==> config.mk <==
export PLATFORM = sky130hd
export DESIGN_NAME = modbus_rtu_response_framer
export DESIGN_NICKNAME = d
export VERILOG_FILES = /design/src/sv/mrf_pkg.sv /design/src/sv/mrf_fifo.sv /design/src/sv/mrf_front.sv /design/src/sv/mrf_back.sv /design/src/sv/modbus_rtu_response_framer.sv
export SDC_FILE = /design/constraint.sdc
export NUM_CORES = 1
export LEC_CHECK = 0
export BUFFER_PORTS_ARGS = -buffer_cell sky130_fd_sc_hd__buf_2
export CELL_PAD_IN_SITES_DETAIL_PLACEMENT = 0
export CELL_PAD_IN_SITES_GLOBAL_PLACEMENT = 1
export CORE_MARGIN = 2
export CORE_UTILIZATION = 40
export CTS_CLUSTER_SIZE = 10
export DETAILED_ROUTE_END_ITERATION = 10
export PLACE_DENSITY_LB_ADDON = 0.05
export SETUP_SLACK_MARGIN = 0.02
export SYNTH_ARGS = -nofsm -noshare
export SYNTH_HDL_FRONTEND = slang
export SYNTH_HIERARCHICAL = 1
export SYNTH_SLANG_ARGS = --single-unit
==> constraint.sdc <==
create_clock -name i_clk -period 8.2 [get_ports i_clk]
set_clock_uncertainty 0.1 [all_clocks]
set_input_delay 0.82 -clock i_clk [delete_from_list [all_inputs] [get_ports i_clk]]
set_output_delay 0.82 -clock i_clk [all_outputs]
set_load 0.01 [all_outputs]
==> src/sv/mrf_pkg.sv <==
// Shared types, constants and the CRC step function for the Modbus RTU
// response framer. Used by every module of the block; depends on nothing.
package mrf_pkg;

    // Default sizes of the block.
    localparam int DEF_MAX_DATA_BYTES = 252;
    localparam int DEF_JOB_DEPTH      = 4;
    localparam int DEF_OUT_DEPTH      = 4;

    // Item kinds on the input channel.
    localparam logic CMD_HEADER = 1'b0;
    localparam logic CMD_DATA   = 1'b1;

    // Analysis status codes.
    localparam logic [3:0] ST_OK          = 4'd0;
    localparam logic [3:0] ST_BAD_FUNC    = 4'd1;
    localparam logic [3:0] ST_BAD_START   = 4'd2;
    localparam logic [3:0] ST_ADDR_COUNT  = 4'd3;
    localparam logic [3:0] ST_QTY_FIRST   = 4'd4;
    localparam logic [3:0] ST_QTY_LAST    = 4'd7;

    // Function codes and exception codes.
    localparam logic [7:0] FC_READ_COILS  = 8'h01;
    localparam logic [7:0] FC_READ_HOLD   = 8'h03;
    localparam logic [7:0] FC_WRITE_COILS = 8'h0F;
    localparam logic [7:0] FC_WRITE_REGS  = 8'h10;
    localparam logic [7:0] EXC_FLAG       = 8'h80;
    localparam logic [7:0] EXC_ILL_FUNC   = 8'h01;
    localparam logic [7:0] EXC_ILL_ADDR   = 8'h02;
    localparam logic [7:0] EXC_ILL_VALUE  = 8'h03;

    // CRC-16/MODBUS.
    localparam logic [15:0] CRC_INIT = 16'hFFFF;
    localparam logic [15:0] CRC_POLY = 16'hA001;

    // Width of one output word: frame byte plus end flag.
    localparam int OUT_W = 9;

    // Kind of work handed from the front to the back.
    typedef enum logic [2:0] {
        K_EXC,
        K_READ,
        K_WRITE,
        K_OTHER,
        K_DATA
    } t_kind;

    // One job in the queue between front and back.
    typedef struct packed {
        t_kind       kind;
        logic [7:0]  addr;
        logic [7:0]  func;
        logic [7:0]  val;    // exception code, read length or data byte
        logic [15:0] badr;
        logic [15:0] qty;
        logic        last;   // read/data job closes the frame with a CRC
    } t_job;

    localparam int JOB_W = $bits(t_job);

    // One byte through the reflected CRC, eight shift steps.
    function automatic logic [15:0] crc_byte(input logic [15:0] c_in,
                                             input logic [7:0] b);
        logic [15:0] c;
        c = c_in ^ {8'h00, b};
        for (int i = 0; i < 8; i++) begin
            if (c[0]) begin
                c = (c >> 1) ^ CRC_POLY;
            end else begin
                c = c >> 1;
            end
        end
        return c;
    endfunction

endpackage

==> src/sv/mrf_fifo.sv <==
// Small first-in first-out queue of registers with a count-based full flag.
// Uses mrf_pkg for its default width and depth; DEPTH must be a power of two.
module mrf_fifo
    import mrf_pkg::*;
#(
    parameter int WIDTH = JOB_W,
    parameter int DEPTH = DEF_JOB_DEPTH
) (
    input  logic             i_clk,
    input  logic             i_rst_n,
    input  logic             i_wr,
    input  logic [WIDTH-1:0] i_wr_data,
    input  logic             i_rd,
    output logic [WIDTH-1:0] o_rd_data,
    output logic             o_full,
    output logic             o_empty
);

    localparam int PW = (DEPTH > 1) ? $clog2(DEPTH) : 1;
    localparam int CW = $clog2(DEPTH + 1);

    logic [WIDTH-1:0] r_mem [DEPTH];
    logic [PW-1:0]    r_wr, r_rd;
    logic [CW-1:0]    r_cnt;
    logic             wr_en, rd_en;

    assign o_full    = (r_cnt == CW'(DEPTH));
    assign o_empty   = (r_cnt == '0);
    assign wr_en     = i_wr && !o_full;
    assign rd_en     = i_rd && !o_empty;
    assign o_rd_data = r_mem[r_rd];

    // Storage, written at the tail.
    always_ff @(posedge i_clk) begin
        if (wr_en) begin
            r_mem[r_wr] <= i_wr_data;
        end
    end

    // Pointers and fill count.
    always_ff @(posedge i_clk) begin
        if (!i_rst_n) begin
            r_wr  <= '0;
            r_rd  <= '0;
            r_cnt <= '0;
        end else begin
            if (wr_en) begin
                r_wr <= r_wr + PW'(1);
            end
            if (rd_en) begin
                r_rd <= r_rd + PW'(1);
            end
            if (wr_en && !rd_en) begin
                r_cnt <= r_cnt + CW'(1);
            end else if (rd_en && !wr_en) begin
                r_cnt <= r_cnt - CW'(1);
            end
        end
    end

endmodule

==> src/sv/mrf_front.sv <==
// Front end: accepts header and payload items, tracks the open read frame
// and turns each item into a job for the back end. Depends on mrf_pkg.
module mrf_front
    import mrf_pkg::*;
#(
    parameter int MAX_DATA_BYTES = DEF_MAX_DATA_BYTES
) (
    input  logic        i_clk,
    input  logic        i_rst_n,
    input  logic        i_accept,
    input  logic        i_cmd,
    input  logic [3:0]  i_status,
    input  logic [7:0]  i_slave_addr,
    input  logic [7:0]  i_func_code,
    input  logic [15:0] i_begin_addr,
    input  logic [15:0] i_quantity,
    input  logic [7:0]  i_byte_count,
    input  logic [7:0]  i_data_byte,
    output logic        o_job_wr,
    output t_job        o_job
);

    localparam logic [7:0] MAX_CNT = 8'(MAX_DATA_BYTES);

    logic       r_in_payload, n_in_payload;
    logic [7:0] r_bytes_left, n_bytes_left;
    logic [7:0] cnt_sat;
    logic       is_exc, is_read, is_write;
    logic [7:0] exc_code;

    // Header classification.
    always_comb begin
        cnt_sat  = (i_byte_count > MAX_CNT) ? MAX_CNT : i_byte_count;
        is_exc   = (i_status >= ST_BAD_FUNC) && (i_status <= ST_QTY_LAST);
        is_read  = (i_status == ST_OK) &&
                   ((i_func_code == FC_READ_COILS) || (i_func_code == FC_READ_HOLD));
        is_write = (i_status == ST_OK) &&
                   ((i_func_code == FC_WRITE_COILS) || (i_func_code == FC_WRITE_REGS));
        if (i_status == ST_BAD_FUNC) begin
            exc_code = EXC_ILL_FUNC;
        end else if ((i_status == ST_BAD_START) || (i_status == ST_ADDR_COUNT)) begin
            exc_code = EXC_ILL_ADDR;
        end else begin
            exc_code = EXC_ILL_VALUE;
        end
    end

    // Job build and frame tracking.
    always_comb begin
        n_in_payload = r_in_payload;
        n_bytes_left = r_bytes_left;
        o_job_wr     = 1'b0;
        o_job.kind   = K_OTHER;
        o_job.addr   = i_slave_addr;
        o_job.func   = i_func_code;
        o_job.val    = i_data_byte;
        o_job.badr   = i_begin_addr;
        o_job.qty    = i_quantity;
        o_job.last   = 1'b0;
        if (i_accept) begin
            if (i_cmd == CMD_DATA) begin
                // A payload byte outside an open read frame is dropped.
                if (r_in_payload && (r_bytes_left != 8'd0)) begin
                    o_job_wr     = 1'b1;
                    o_job.kind   = K_DATA;
                    o_job.last   = (r_bytes_left == 8'd1);
                    n_bytes_left = r_bytes_left - 8'd1;
                    n_in_payload = (r_bytes_left != 8'd1);
                end
            end else begin
                // A header always starts a new frame.
                o_job_wr     = 1'b1;
                n_in_payload = 1'b0;
                n_bytes_left = 8'd0;
                if (is_exc) begin
                    o_job.kind = K_EXC;
                    o_job.val  = exc_code;
                end else if (is_read) begin
                    o_job.kind   = K_READ;
                    o_job.val    = cnt_sat;
                    o_job.last   = (cnt_sat == 8'd0);
                    n_in_payload = (cnt_sat != 8'd0);
                    n_bytes_left = cnt_sat;
                end else if (is_write) begin
                    o_job.kind = K_WRITE;
                end else begin
                    o_job.kind = K_OTHER;
                end
            end
        end
    end

    always_ff @(posedge i_clk) begin
        if (!i_rst_n) begin
            r_in_payload <= 1'b0;
            r_bytes_left <= 8'd0;
        end else begin
            r_in_payload <= n_in_payload;
            r_bytes_left <= n_bytes_left;
        end
    end

endmodule

==> src/sv/mrf_back.sv <==
// Back end: one byte of each job a cycle while a job waits and the output
// queue has room; runs the CRC and queues frame words. Depends on mrf_pkg.
module mrf_back
    import mrf_pkg::*;
(
    input  logic               i_clk,
    input  logic               i_rst_n,
    input  logic               i_job_empty,
    input  t_job               i_job,
    output logic               o_job_rd,
    input  logic               i_out_full,
    output logic               o_out_wr,
    output logic [OUT_W-1:0]   o_out_word
);

    logic [2:0]  r_step, n_step;
    logic [15:0] r_crc, n_crc;
    logic [3:0]  n_body;
    logic        has_crc;
    logic [3:0]  total;
    logic        at_last;
    logic        in_body;
    logic [15:0] crc_in;
    logic [7:0]  body_byte;
    logic [7:0]  out_byte;
    logic        frame_end;
    logic        go;

    // Frame layout of the current job.
    always_comb begin
        unique case (i_job.kind)
            K_EXC:   begin n_body = 4'd3; has_crc = 1'b1;        end
            K_READ:  begin n_body = 4'd3; has_crc = i_job.last;  end
            K_WRITE: begin n_body = 4'd6; has_crc = 1'b1;        end
            K_OTHER: begin n_body = 4'd2; has_crc = 1'b0;        end
            K_DATA:  begin n_body = 4'd1; has_crc = i_job.last;  end
            default: begin n_body = 4'd2; has_crc = 1'b0;        end
        endcase
        total   = n_body + (has_crc ? 4'd2 : 4'd0);
        at_last = ({1'b0, r_step} == total - 4'd1);
        in_body = ({1'b0, r_step} < n_body);
    end

    // Body byte at the current step.
    always_comb begin
        body_byte = i_job.addr;
        unique case (r_step)
            3'd0: body_byte = (i_job.kind == K_DATA) ? i_job.val : i_job.addr;
            3'd1: body_byte = (i_job.kind == K_EXC) ? (i_job.func + EXC_FLAG) : i_job.func;
            3'd2: body_byte = (i_job.kind == K_WRITE) ? i_job.badr[15:8] : i_job.val;
            3'd3: body_byte = i_job.badr[7:0];
            3'd4: body_byte = i_job.qty[15:8];
            3'd5: body_byte = i_job.qty[7:0];
            default: body_byte = i_job.addr;
        endcase
    end

    // Byte out, CRC and step advance.
    always_comb begin
        go       = !i_job_empty && !i_out_full;
        crc_in   = ((r_step == 3'd0) && (i_job.kind != K_DATA)) ? CRC_INIT : r_crc;
        if (in_body) begin
            out_byte = body_byte;
        end else if ({1'b0, r_step} == n_body) begin
            out_byte = r_crc[7:0];
        end else begin
            out_byte = r_crc[15:8];
        end
        frame_end  = at_last && (has_crc || (i_job.kind == K_OTHER));
        o_out_wr   = go;
        o_out_word = {out_byte, frame_end};
        o_job_rd   = go && at_last;
        n_step     = r_step;
        n_crc      = r_crc;
        if (go) begin
            n_step = at_last ? 3'd0 : r_step + 3'd1;
            if (in_body) begin
                n_crc = crc_byte(crc_in, body_byte);
            end
        end
    end

    always_ff @(posedge i_clk) begin
        if (!i_rst_n) begin
            r_step <= 3'd0;
            r_crc  <= CRC_INIT;
        end else begin
            r_step <= n_step;
            r_crc  <= n_crc;
        end
    end

endmodule

==> src/sv/modbus_rtu_response_framer.sv <==
// Top level of the Modbus RTU response framer: front end, job queue, back
// end and output queue. Depends on mrf_pkg, mrf_front, mrf_fifo, mrf_back.
//
//  Channel   Direction  Handshake          Word
//  items     in         push / full        cmd, status, addresses, counts, data
//  frame     out        pop / empty        out_byte, frame_end
//
// The back end sends one frame byte a cycle unless the job queue is empty or
// the output queue is full, so a payload byte passes at one item a cycle,
// except the closing payload byte, which the two CRC bytes follow. A header
// gives two to eight frame bytes. The job queue lets the front accept items
// while the back end is busy; the output queue keeps the back end going while
// the consumer stalls. With both queues empty, an item is registered in the
// job queue and its first byte in the output queue before it reaches the ports.
// Synchronous active-low reset clears queues, frame tracking and the CRC.
module modbus_rtu_response_framer
    import mrf_pkg::*;
#(
    parameter int MAX_DATA_BYTES = DEF_MAX_DATA_BYTES,
    parameter int JOB_DEPTH      = DEF_JOB_DEPTH,
    parameter int OUT_DEPTH      = DEF_OUT_DEPTH
) (
    input  logic        i_clk,
    input  logic        i_rst_n,
    input  logic        push,
    output logic        full,
    input  logic        i_cmd,
    input  logic [3:0]  i_status,
    input  logic [7:0]  i_slave_addr,
    input  logic [7:0]  i_func_code,
    input  logic [15:0] i_begin_addr,
    input  logic [15:0] i_quantity,
    input  logic [7:0]  i_byte_count,
    input  logic [7:0]  i_data_byte,
    output logic        empty,
    input  logic        pop,
    output logic [7:0]  o_out_byte,
    output logic        o_frame_end
);

    logic             accept;
    logic             job_wr, job_rd, job_empty;
    t_job             job_in, job_head;
    logic [JOB_W-1:0] job_head_bits;
    logic             out_wr, out_full;
    logic [OUT_W-1:0] out_word, out_head;

    assign accept   = push && !full;
    assign job_head = t_job'(job_head_bits);

    // Front end: classification and frame tracking.
    mrf_front #(
        .MAX_DATA_BYTES (MAX_DATA_BYTES)
    ) u_front (
        .i_clk        (i_clk),
        .i_rst_n      (i_rst_n),
        .i_accept     (accept),
        .i_cmd        (i_cmd),
        .i_status     (i_status),
        .i_slave_addr (i_slave_addr),
        .i_func_code  (i_func_code),
        .i_begin_addr (i_begin_addr),
        .i_quantity   (i_quantity),
        .i_byte_count (i_byte_count),
        .i_data_byte  (i_data_byte),
        .o_job_wr     (job_wr),
        .o_job        (job_in)
    );

    // Job queue between front and back.
    mrf_fifo #(
        .WIDTH (JOB_W),
        .DEPTH (JOB_DEPTH)
    ) u_job_q (
        .i_clk     (i_clk),
        .i_rst_n   (i_rst_n),
        .i_wr      (job_wr),
        .i_wr_data (job_in),
        .i_rd      (job_rd),
        .o_rd_data (job_head_bits),
        .o_full    (full),
        .o_empty   (job_empty)
    );

    // Back end: byte sequencing and CRC.
    mrf_back u_back (
        .i_clk       (i_clk),
        .i_rst_n     (i_rst_n),
        .i_job_empty (job_empty),
        .i_job       (job_head),
        .o_job_rd    (job_rd),
        .i_out_full  (out_full),
        .o_out_wr    (out_wr),
        .o_out_word  (out_word)
    );

    // Output queue toward the consumer.
    mrf_fifo #(
        .WIDTH (OUT_W),
        .DEPTH (OUT_DEPTH)
    ) u_out_q (
        .i_clk     (i_clk),
        .i_rst_n   (i_rst_n),
        .i_wr      (out_wr),
        .i_wr_data (out_word),
        .i_rd      (pop),
        .o_rd_data (out_head),
        .o_full    (out_full),
        .o_empty   (empty)
    );

    assign o_out_byte  = out_head[OUT_W-1:1];
    assign o_frame_end = out_head[0];

endmodule
# Word level (Yosys, flattened, before mapping)
# Memory sizes are Yosys's and may differ from the RTL's. A register that Yosys moved wholly into a read port is not among the register bits.
# Index checks and enable logic that the tools add are counted.
[op_classes]
n_eq_ne = 24
n_lt_le_gt_ge = 4
n_bitwise = 9
n_reduce_logical = 44
addsub = 13
mux = 74
[ops]
columns = ["op", "count"]
rows = [
  ["two-way mux 16 bit", 23],
  ["two-way mux 8 bit", 14],
  ["case mux 8 bit (6 select lines)", 1],
  ["two-way mux 3 bit", 10],
  ["NOT 2 -> 3 bit", 8],
  ["two-way mux 1 bit", 18],
  ["logical AND 1 bit", 17],
  ["equality test 8 x 1 -> 1 bit (second input constant)", 2],
  ["nonzero test 8 bit", 2],
  ["bitwise XOR 16 x 8 -> 16 bit", 1],
  ["equality test 3 bit (second input constant)", 5],
  ["equality test 3 x 2 -> 1 bit (second input constant)", 4],
  ["zero test 3 bit", 4],
  ["two-way mux 2 bit", 6],
  ["adder 3 x 1 -> 3 bit (second input constant)", 3],
  ["case mux 3 bit (3 select lines)", 1],
  ["adder 2 x 1 -> 2 bit (second input constant)", 4],
  ["adder 8 bit (second input constant)", 1],
  ["equality test 4 x 2 -> 1 bit (second input constant)", 2],
  ["equality test 8 x 2 -> 1 bit (second input constant)", 1],
  ["equality test 8 x 4 -> 1 bit (second input constant)", 1],
  ["equality test 8 x 5 -> 1 bit (second input constant)", 1],
  ["> comparator 8 bit (second input constant)", 1],
  ["zero test 1 bit", 8],
  ["other kinds (21)", 30],
]
[totals]
register_bits = 42
out_inout_bits = 11
mem_count = 2
ram_bits = 276
[memory_table]
columns = ["memory", "depth", "width", "rd", "rd_clocked_by_memory_dff", "wr", "line_no", "rtl"]
rows = [
  ["u_job_q.r_mem", 4, 60, 1, 1, 1, "mrf_fifo.sv:22", "logic [WIDTH-1:0] r_mem [DEPTH];"],
  ["u_out_q.r_mem", 4, 9, 1, 1, 1, "mrf_fifo.sv:22", ""],
]

# Longest topological paths before layout
[depth]
word_depth = 34
depth_mapped = 20
mapped_depth_nobuf = 18

# Hierarchy
# The synthesis kept the hierarchy.
[modules_own_cells]
columns = ["module", "instances", "cells_per_inst", "seq_area_each_um2", "area_per_inst_um2"]
rows = [
  ["mrf_fifo (u_job_q)", 1, 362, 7387.1, 9206.3],
  ["mrf_back", 1, 265, 380.4, 2058.2],
  ["mrf_fifo (u_out_q)", 1, 95, 1261.2, 1781.7],
  ["mrf_front", 1, 177, 180.2, 1342.5],
  ["modbus_rtu_response_framer", 1, 1, 0.0, 13.8],
]

# Worst setup path before layout
# Ideal clock, no wire load.
[synth_timing]
path_kind = "register to register"
startpoint = "register with a tool-made name"
endpoint = "register u_job_q.r_cnt[2]"
path_stages_with_launch = 21
arrival_ps = 4300
required_ps = 8024
slack_ps = 3724
path_cell_list = "dfxtp_1 -> buf_6 -> buf_12 -> mux4_2 -> nor3b_1 -> buf_2 -> ha_1 -> inv_1 -> ha_1 -> inv_1 -> fa_1 -> xnor2_1 -> nor3_1 -> and3_1 -> o31ai_2 -> ha_1 -> inv_1 -> fa_1 -> xor2_1 -> or3_1 -> a21boi_0"
[synth_lines]
columns = ["item", "line_no", "rtl"]
rows = [
  ["end signal, assigned", "mrf_fifo.sv:54", "r_cnt <= r_cnt + CW'(1);"],
  ["end signal, assigned", "mrf_fifo.sv:56", "r_cnt <= r_cnt - CW'(1);"],
  ["end, declared", "mrf_fifo.sv:24", "logic [CW-1:0] r_cnt;"],
]

==> summary by stage <==
Worst setup path
Among cell families on the critical path, the largest total delay comes from adder cells. The worst setup path is of the register to register kind. The number of buffer and inverter stages on the critical path is 3.

The cell with the largest stage delay on the worst path is sky130_fd_sc_hd__dfxtp_4. The nature of the critical path startpoint is a register. In this run the worst path has a maximum fanout of 26. STA classifies the critical path endpoint as a register. On the worst path, the slowest cell contributes a delay of 0.71 ns. Traced cell by cell, the critical path runs through mux4_2 -> nand2b_1 -> maj3_1 -> ha_1 -> inv_1 -> ha_1 -> inv_1 -> fa_1 -> xnor2_1 -> nor3_1 -> and3_1 -> o31ai_2 -> ha_1 -> inv_1 -> fa_1 -> xor2_1 -> or3_1 -> a21boi_0. Data arrives at the worst endpoint at 5.24 ns.

The worst endpoint required time is 8.54 ns.

Global routing
The initial antenna violation count is 2. The via count of the first global-routing pass is 8065. The maximum number of pins on one net before global-route repair is 61. The overall overflow remaining after global route is 0. The global routing usage summed across all routing layers is 0.1711. The global-route wire length before repair is 48960 um.

Logic synthesis
The most common flop cell mapped by yosys is sky130_fd_sc_hd__edfxtp_1. After synthesis the netlist holds a flip-flop and latch count of 322. The share of synthesized area in the top cell type comes to 0.5754. The count of cell types in the netlist is 79.

The number of synthesized flops with an enable pin is 276. The sequential-to-total area share from yosys stat is 0.6394. The synthesized netlist occupies a cell area of 14400 um2. A synthesized cell averages 16.00 um2. Yosys attributes the largest share of cell area to sky130_fd_sc_hd__edfxtp_1 (58%), sky130_fd_sc_hd__mux4_2 (11%), sky130_fd_sc_hd__dfxtp_1 (6.4%), sky130_fd_sc_hd__buf_4 (2.8%), sky130_fd_sc_hd__ha_1 (2.0%). The number of nets handed over by synthesis was 999. The number of warnings printed during yosys synthesis is 6.

For this run, asynchronously set or reset flops after synthesis account for 0. The biggest area contributor in the post-synthesis netlist is sky130_fd_sc_hd__edfxtp_1. Synthesis produced a netlist whose cell count is 900.

Timing
Headroom to the max-slew limit came out at 0.2906. In the finished design, the share of the clock period the worst path needs comes to 0.5978. The count of final setup violators is 0. Setup slack on the critical path of the routed design comes to 3.298 ns. The number of pins exceeding their max-slew limit in the final report is 0. For the final routed database, the setup TNS stands at 0 ns.

Derived from the worst setup path, the maximum achievable clock frequency is 204.0 MHz. The hold violation count in the final report is 0. The worst-case hold slack is 0.3960 ns. For the pin with the worst max-slew slack, the measured transition is 1.062 ns. Setup repair after global routing left no endpoint under its margin.

Subtracting the final worst setup slack from the clock period gives 4.902 ns.

Place
Before CTS, the worst setup slack after placement is 3.235 ns. Port buffering added 83 buffers. The HPWL after detailed placement is 20570 um. The final RePlAce weighted congestion is 0.8013.

Drt
The DRC marker count from the first detailed-route iteration is 487. The remaining number of nets flagged by the antenna check after routing is 0. After detailed routing, the number of remaining DRC violations is 0. Before antenna repair, the detailed router went through 5 iterations. In the routed layout, each cell is associated on average with a via count of 5.431. The wire length per cell is 22.28 um.

The detailed router placed 7745 vias in this run. The routed design has 31780 um of wire.

Job
The number of maximum-capacitance constraint violations is 0.

Power
Power spread over the standard cell area amounts to 319.3 nW/um2. The analysis attributes to cell leakage a power of 5.338 nW. The worst-case vdd ir drop is 215.6 uV.

Total power for the finished layout comes to 5.075 mW.

Status
The run finished with clean final reports.

Floorplan
The vertical extent of the die is 193.8 um. 84 I/O pins were placed. In this run the horizontal extent of the chip is 193.8 um. The effective utilization at floorplan is 0.4059. The area of the core region is 35480 um2. The die covers 37540 um2. After floorplanning, the core was divided into 69 placement rows.

Clock network
TritonCTS built the clock tree. CTS built an H-tree with a depth of 2. The clock reaches the later pin of the worst-skew pair after 0.53 ns.

The longest clock path from root to sink contains 3 buffers. The cell at the root of the clock tree is sky130_fd_sc_hd__clkbuf_16. The post-cts gate resize count is 0. For this design, the sink count on the clock tree is 322. In this run the post-CTS setup repair buffer count came out at 0. In this run, post-CTS hold repair placed 0 buffers. The number of clock buffers added by TritonCTS is 39. After clock tree synthesis, the clock-pin slew on the worst setup and hold paths is 0.06 ns.

Cells and area
The total inserted antenna cells is 0. The fill cell instance count of the final layout is 3140. Leaving out fill and tap cells, the most frequent cell in the layout is sky130_fd_sc_hd__edfxtp_1. Leaving out fill and tap cells, the most frequent cells in the layout are sky130_fd_sc_hd__edfxtp_1 (276), sky130_fd_sc_hd__buf_2 (83), sky130_fd_sc_hd__mux4_2 (69). The relative area change from synthesis to final layout is 10.37%.

For this run, the post-layout net count is 1042. Of the cells placed in the final design, the portion with a size suffix greater than 1 is 0.2508.

Worst hold path
The min-delay analysis places its worst path in the category register to register.
metrics by stage:
stage | utilization | cell area [um2] | cells
floorplan | - | 14400 | 900
global placement | 0.4159 | 14760 | 1363
detailed placement | 0.4159 | 14760 | 1363
CTS | 0.4480 | 15900 | 1426
global route | 0.4480 | 15900 | 1426
finish | 0.4480 | 15900 | 1426
cells in the mapped netlist, types with 4 or more instances:
cell	number
sky130_fd_sc_hd__mux2i_1	14
sky130_fd_sc_hd__nand3_1	19
sky130_fd_sc_hd__nand2_1	52
sky130_fd_sc_hd__or3_1	7
sky130_fd_sc_hd__o31ai_1	5
sky130_fd_sc_hd__nor3_1	18
sky130_fd_sc_hd__buf_6	5
sky130_fd_sc_hd__buf_12	6
sky130_fd_sc_hd__a21oi_1	22
sky130_fd_sc_hd__a22o_1	10
sky130_fd_sc_hd__o32ai_1	4
sky130_fd_sc_hd__buf_2	14
sky130_fd_sc_hd__nor2_1	33
sky130_fd_sc_hd__nand2b_1	6
sky130_fd_sc_hd__clkbuf_1	7
sky130_fd_sc_hd__buf_4	53
sky130_fd_sc_hd__nor2b_1	12
sky130_fd_sc_hd__o211ai_1	10
sky130_fd_sc_hd__a31oi_1	4
sky130_fd_sc_hd__ha_1	23
sky130_fd_sc_hd__nand4_1	8
sky130_fd_sc_hd__nor3b_1	6
sky130_fd_sc_hd__and2_1	17
sky130_fd_sc_hd__a222oi_1	5
sky130_fd_sc_hd__dfxtp_1	46
sky130_fd_sc_hd__xnor2_1	20
sky130_fd_sc_hd__mux4_2	69
sky130_fd_sc_hd__edfxtp_1	276
sky130_fd_sc_hd__a32o_1	4
sky130_fd_sc_hd__o21ai_0	23
sky130_fd_sc_hd__inv_1	20
sky130_fd_sc_hd__xor2_1	10
sky130_fd_sc_hd__mux2_2	4
sequential cells by signal, summed over array words and instances (netlist names), named ones only:
signal,flops
u_job_q/r_wr,2
u_back/r_step,3
u_front/r_bytes_left,8
u_out_q/r_wr,2
u_job_q/r_rd,2
u_job_q/r_cnt,3
u_job_q/r_mem,240
u_out_q/r_mem,36
u_front/r_in_payload,1
u_back/r_crc,16
u_out_q/r_rd,2
u_out_q/r_cnt,3
cell families (layout without fill, tap and decap cells):
logic type               count (synthesis)  count (layout)  synth area share
buffers and inverters                  111             176           0.05595
AO/OA/AOI/OAI                          119             119           0.06290
adder cells (fa/ha/maj)                 27              27           0.02485
XOR/XNOR                                32              32           0.02094
AND/OR/NAND/NOR                        202             202           0.07523
multiplexers                            87              87            0.1208
flip-flops                             322             322            0.6394
power by group:
part / internal, mW / switching [mW]
combinational: 0.597 / 0.828
clock: 0.919 / 0.614
sequential: 2.02 / 0.0975
total: 3.54 / 1.54
final timing paths:
check	start	end	slack (ns)	cells past startpoint
hold reg to reg	u_out_q/r_wr[1]	u_out_q/r_wr[1]	0.40	2
setup reg to reg	register	u_job_q/r_cnt[2]	3.30	18
hold / removal	u_out_q/r_wr[1]	u_out_q/r_wr[1]	0.40	2
setup / recovery	register	u_job_q/r_cnt[2]	3.30	18
cell type report:
class | instances | area [um2] | share of cell area
flip-flops and latches | 322 | 9214 | 0.5796
multi-input cells | 467 | 4393 | 0.2763
clock buffers | 57 | 1095 | 0.06887
well taps | 461 | 576.8 | 0.03628
repair buffers | 92 | 483.0 | 0.03038
inverters | 21 | 91.34 | 0.005746
clock inverters | 6 | 43.79 | 0.002755
metal layers:
layer,wire [um],share of wire,track usage
met1,14280,0.45,0.2360
met2,15770,0.50,0.2864
met3,1277,0.040,0.02783
met4,448,0.014,0.03789
met5,0,0,0
worst register-to-register path: cells and delay by family, from the launching register on:
family                   cells  cell delay (ns)
AO/OA/AOI/OAI                2             0.28
AND/OR/NAND/NOR              4             0.76
flip-flops                   1             0.71
adder cells (fa/ha/maj)      6             1.86
buffers and inverters        3             0.16
XOR/XNOR                     2             0.32
multiplexers                 1             0.64
Power figures use the tool's default switching activity.
